<file path="config.mk">
export PLATFORM = sky130hd
export DESIGN_NAME = sacl_policy
export DESIGN_NICKNAME = d
export VERILOG_FILES = /design/src/sacl_pkg.sv /design/src/sacl_policy.sv
export SDC_FILE = /design/constraint.sdc
export NUM_CORES = 1
export LEC_CHECK = 0
export BUFFER_PORTS_ARGS = -buffer_cell sky130_fd_sc_hd__buf_2
export CAP_MARGIN = 20
export CORE_AREA = 2 2 127 129
export DETAILED_ROUTE_END_ITERATION = 10
export DIE_AREA = 0 0 129 131
export PLACE_DENSITY = 0.65
export SLEW_MARGIN = 25
export SYNTH_ARGS = -nofsm -noshare
export SYNTH_HDL_FRONTEND = slang
export SYNTH_SLANG_ARGS = --single-unit
</file>
<file path="constraint.sdc">
create_clock -name vclk -period 9.18
set_input_delay 1.377 -clock vclk [all_inputs]
set_output_delay 1.377 -clock vclk [all_outputs]
set_load 0.02 [all_outputs]
</file>
<file path="src/sacl_pkg.sv">
// ----------------------------------------------------------------------------
// sacl_pkg: shared types and constants of the cache tag and policy engine
// Transfer payloads, register indexes, default geometry and a log helper.
// ----------------------------------------------------------------------------
package sacl_pkg;

  localparam int SETS_DEF         = 64;
  localparam int WAYS_DEF         = 4;
  localparam int BLOCK_BYTES_DEF  = 64;
  localparam int ADDRESS_BITS_DEF = 32;

  localparam int ADDR_W     = 32;
  localparam int CFG_IDX_W  = 8;
  localparam int CFG_DATA_W = 32;

  // configuration register indexes
  localparam logic [CFG_IDX_W-1:0] REG_WR_THRU  = 8'd0;
  localparam logic [CFG_IDX_W-1:0] REG_WR_ALLOC = 8'd1;

  typedef struct packed {
    logic              operation;   // 0 read, 1 write
    logic [ADDR_W-1:0] address;
  } sacl_req_t;

  typedef struct packed {
    logic              hit;
    logic [1:0]        way;
    logic              writeback_valid;
    logic [ADDR_W-1:0] writeback_address;
    logic              lower_valid;
    logic [ADDR_W-1:0] lower_address;
    logic              lower_is_write;
  } sacl_res_t;

  typedef struct packed {
    logic wr_thru;
    logic wr_alloc;
  } sacl_mode_t;

  // floor of log2, evaluated at elaboration
  function automatic int floor_log2(input int v);
    int n;
    int x;
    n = 0;
    x = v;
    while (x > 1) begin
      x = x >> 1;
      n = n + 1;
    end
    return n;
  endfunction

endpackage

</file>
<file path="src/sacl_policy.sv">
// ----------------------------------------------------------------------------
// sacl_policy: hit check, victim choice, LRU ageing and write policy
// Purely combinational; works on one set row and produces the updated row.
// ----------------------------------------------------------------------------
module sacl_policy #(
  parameter int WAYS   = sacl_pkg::WAYS_DEF,
  parameter int TAG_W  = 20,
  parameter int SIDX_W = 6,
  parameter int OFF_W  = 6,
  parameter int SET_W  = 6
) (
  input  sacl_pkg::sacl_req_t                                   req,   // address already masked
  input  logic [SIDX_W-1:0]                                     set_idx,
  input  logic [TAG_W-1:0]                                      tag,
  input  sacl_pkg::sacl_mode_t                                  mode,
  input  logic [WAYS-1:0][TAG_W+((WAYS>1)?$clog2(WAYS):1):0]    row,
  input  logic [WAYS-1:0]                                       vld,
  output logic [WAYS-1:0][TAG_W+((WAYS>1)?$clog2(WAYS):1):0]    new_row,
  output logic [WAYS-1:0]                                       new_vld,
  output sacl_pkg::sacl_res_t                                   res
);

  localparam int WAY_W  = (WAYS > 1) ? $clog2(WAYS) : 1;
  localparam int RANK_W = WAY_W;
  localparam int ENT_W  = TAG_W + 1 + RANK_W;
  localparam int OLD_W  = $clog2(WAYS + 1);
  localparam int SH     = OFF_W + SET_W;
  localparam logic [RANK_W-1:0] RANK_MAX = RANK_W'(WAYS - 1);
  localparam logic [OLD_W-1:0]  RANK_NONE = OLD_W'(WAYS);
  localparam logic [sacl_pkg::ADDR_W-1:0] BLOCK_ALIGN =
    ~((sacl_pkg::ADDR_W'(1) << OFF_W) - sacl_pkg::ADDR_W'(1));

  logic              hit_any, inv_any, alloc, fwd_only, vic_dirty;
  logic [WAY_W-1:0]  hit_w, inv_w, lru_w, w;
  logic [RANK_W-1:0] best, rank_i;
  logic [OLD_W-1:0]  old_rank;
  logic [TAG_W-1:0]  w_tag;
  logic [RANK_W-1:0] w_rank;
  logic              w_dirty;

  // way search
  always_comb begin
    hit_any = 1'b0;
    hit_w   = '0;
    inv_any = 1'b0;
    inv_w   = '0;
    best    = '0;
    lru_w   = '0;
    for (int i = 0; i < WAYS; i++) begin
      if (vld[i] && (row[i][ENT_W-1 -: TAG_W] == tag)) begin
        hit_any = 1'b1;
        hit_w   = WAY_W'(i);
      end
    end
    for (int i = WAYS - 1; i >= 0; i--) begin
      if (!vld[i]) begin
        inv_any = 1'b1;
        inv_w   = WAY_W'(i);
      end
    end
    for (int i = 0; i < WAYS; i++) begin
      if (row[i][RANK_W-1:0] > best) begin
        best  = row[i][RANK_W-1:0];
        lru_w = WAY_W'(i);
      end
    end
  end

  assign fwd_only = !hit_any && req.operation && !mode.wr_alloc;
  assign alloc    = !hit_any && !fwd_only;

  always_comb begin
    priority if (hit_any) begin
      w = hit_w;
    end else if (alloc && inv_any) begin
      w = inv_w;
    end else if (alloc) begin
      w = lru_w;
    end else begin
      w = '0;
    end
  end

  assign w_tag     = row[w][ENT_W-1 -: TAG_W];
  assign w_dirty   = row[w][RANK_W];
  assign w_rank    = row[w][RANK_W-1:0];
  assign vic_dirty = vld[w] && w_dirty;
  assign old_rank  = vld[w] ? OLD_W'(w_rank) : RANK_NONE;

  // state update: age the more recent lines, make way w rank 0
  always_comb begin
    new_row = row;
    new_vld = vld;
    rank_i  = '0;
    if (hit_any || alloc) begin
      for (int i = 0; i < WAYS; i++) begin
        rank_i = row[i][RANK_W-1:0];
        if ((WAY_W'(i) != w) && vld[i] && (OLD_W'(rank_i) < old_rank) &&
            (rank_i < RANK_MAX)) begin
          new_row[i][RANK_W-1:0] = rank_i + RANK_W'(1);
        end
      end
      if (hit_any) begin
        new_row[w] = {w_tag, w_dirty | (req.operation & ~mode.wr_thru), {RANK_W{1'b0}}};
      end else begin
        new_row[w] = {tag, req.operation, {RANK_W{1'b0}}};
        new_vld[w] = 1'b1;
      end
    end
  end

  // result
  always_comb begin
    res                   = '0;
    res.hit               = hit_any;
    res.way               = 2'(w);
    if (hit_any) begin
      if (req.operation && mode.wr_thru) begin
        res.lower_valid    = 1'b1;
        res.lower_address  = req.address;
        res.lower_is_write = 1'b1;
      end
    end else if (fwd_only) begin
      res.lower_valid    = 1'b1;
      res.lower_address  = req.address;
      res.lower_is_write = 1'b1;
    end else begin
      if (vic_dirty) begin
        res.writeback_valid   = 1'b1;
        res.writeback_address = (sacl_pkg::ADDR_W'(w_tag) << SH) |
                                (sacl_pkg::ADDR_W'(set_idx) << OFF_W);
      end
      res.lower_valid    = 1'b1;
      res.lower_address  = req.address & BLOCK_ALIGN;
      res.lower_is_write = 1'b0;
    end
  end

endmodule

</file>
==> flow_summary.toml <==
[placed_design]
place_congestion = 0.961
portBuffers = 317
hpwl_mm = 17.9
place_area_mm2 = 0.00597

[logic_synthesis]
netlist.top_cell.by_area = "mux2_2"
synth_top_area_frac = 0.159
synth.area.top_cells = "mux2_2, xnor2_1, nand2_1, mux2i_1, xor2_1"
synth_area_per_cell_um2 = 7.00
ys.warnings.count = 0
synth.distinct_cells = 63
ys_seq_area_frac = 0
synthCells = 616
synth_area_mm2 = 0.00431

[sta]
hold_violations = 0
post-route-period-util = 0.893
max_freq_ghz = 0.122
slew_headroom = 0.376
tns_ns = 0
slew_violations = 0
min_period_ns = 8.20
setup_violations = 0
worstMarginPinSlew_ns = 0.934
rsz0062_at_grt = "no"

[floorplan]
ios = 323
die_h_um = 131
fp.coreArea_mm2 = 0.0156
start_util = 0.276
rows = 46
dieArea_mm2 = 0.0169
dieWidth_um = 129

[worst_hold_path]
hp-start = "set_idx[2]"
hold_class = "input pin to output pin"
min_to = "res[42]"
min_path_cells = 3

[setup_path]
endpoint_kind = "output pin"
critPathKind = "input pin to output pin"
cp_common_cell = "ha_1"
cp.arrival_ns = 6.82
cp_max_fo = 7
required_ns = 7.80
max_stage_delay_ns = 0.36
cp-start-kind = "input pin"
slowest_stage = "o21a_1"

[grt]
grt_overflow = 0
grtUsageTotal = 0.229
grt_max_degree = 29
grt_pass1_wl_mm = 30.0
grt_pass1_vias = 5033
antenna_found_initial = 0

[finish]
area_growth_pct = 38.6
seq_area_um2 = 0
seq_cells = 0
post-route-util = 0.383
clock_buffers = 0
drive_gt1_frac = 0.453
num_antenna_cells = 0
multi_input_area_mm2 = 0.00400
num-fill-cells = 1746
final_nets = 1066
layout.cell_area.non_filler_mm2 = 0.00597

[drt]
routedWlPerCell_um = 19.1
dr_total_vias = 5515
via_per_inst = 4.99
ant_nets = 0
dr.pass1.iters = 5
drc_errors = 0
drt_iter0_markers = 364
routed_wl_mm = 21.1

[pwr]
power_mw = 0.422
p_leak_nw = 3.02
powerDensity_mw_per_mm2 = 70.6
ir_drop_v = 0.0000353

[clocking]
cts_hold_buf = 0
cts.repair.resized = 0
cts_setup_buffers = 0

[status]
status = "completed"

[run]
max-cap-violations = 0
-- through the flow --
step / setup slack [ns] / cells / hold WS, ns
final: 0.980 / 1106 / 3.07
after global routing: 0.558 / 1106 / 3.08
after CTS: 1.07 / 1106 / 3.08
after detailed placement: 1.08 / 1106 / 3.08
after global placement: 1.22 / 1106 / 3.07
after floorplan: 1.33 / 621 / 2.92
-- cell usage in the layout, fill, tap and decap left out, types with 3 or more instances in the layout --
master      n
xnor2_1    56
a21oi_1     4
nand4_1    22
nor4_1     12
o21ai_0    10
xor2_1     27
nor2_1     19
nand2b_1    4
nand2_1   122
buf_2     317
nor3_1      4
mux2_2     61
and3_1     30
o21bai_1    3
nand3_1    15
a31oi_1     7
nor2b_1    27
ha_1       17
mux2i_1    45
buf_4       7
inv_1      15
and2_1      8
conb_1      6
o21a_1      3
-- area by class of cell --
class | count | share of cell area
well taps | 216 | 0.0452
multi-input cells | 550 | 0.670
inverters | 16 | 0.0101
repair buffers | 324 | 0.274
-- cells in the mapped netlist, types with 3 or more instances --
library cell and n:
a21oi_1 5, a31oi_1 7, and2_1 8, and3_1 30, buf_2 13, buf_4 7
buf_6 4, clkbuf_1 31, ha_1 17, inv_1 15, mux2_2 61, mux2i_1 45
nand2_1 122, nand2b_1 4, nand3_1 15, nand4_1 22, nor2_1 19, nor2b_1 27
nor3_1 4, nor4_1 12, o21a_1 3, o21ai_0 10, o21bai_1 3, or3_1 3
xnor2_1 56, xor2_1 27
-- cell families after synthesis --
kind of cell / Yosys count / share of synthesized area
simple gates: 288 / 0.350
fa+ha+maj: 17 / 0.0493
compound gates: 49 / 0.0862
mux: 107 / 0.266
other cells: 1 / 0.000870
buf+inv: 71 / 0.0787
xor+xnor: 83 / 0.169
-- per-layer routing --
metal | global-route usage | up-vias | share of wire
met4 | 0.0403 | 0 | 0.016
met1 | 0.310 | 2530 | 0.44
li1 | - | 2687 | -
met3 | 0.0171 | 23 | 0.061
met5 | 0 | - | 0
met2 | 0.405 | 275 | 0.49
-- worst max path at each step --
| stage | slack, ns | cells after the start | end | start |
|---|---|---|---|---|
| 2_1_floorplan | 1.33 | 30 | new_row[69] | row[0] |
| 3_3_place_gp | 1.22 | 31 | new_row[70] | row[0] |
| 3_5_place_dp | 1.08 | 31 | new_row[24] | row[0] |
| 4_1_cts | 1.07 | 31 | new_row[24] | row[0] |
| 5_1_grt | 0.56 | 31 | new_row[69] | row[0] |
| 6_report | 0.98 | 30 | new_row[24] | row[0] |
-- power by group --
part           internal, mW  switching [mW]
Clock                     0               0
Combinational         0.162           0.260
Sequential                0               0
Total                 0.162           0.260
-- critical path, delay by kind of cell --
| family | cells | cell delay [ns] |
|---|---|---|
| AO/OA/AOI/OAI | 12 | 2.43 |
| adder cells (fa/ha/maj) | 5 | 1.37 |
| buffers and inverters | 5 | 0.48 |
| multiplexers | 2 | 0.38 |
| AND/OR/NAND/NOR | 6 | 0.78 |
Power figures use the tool's default switching activity.
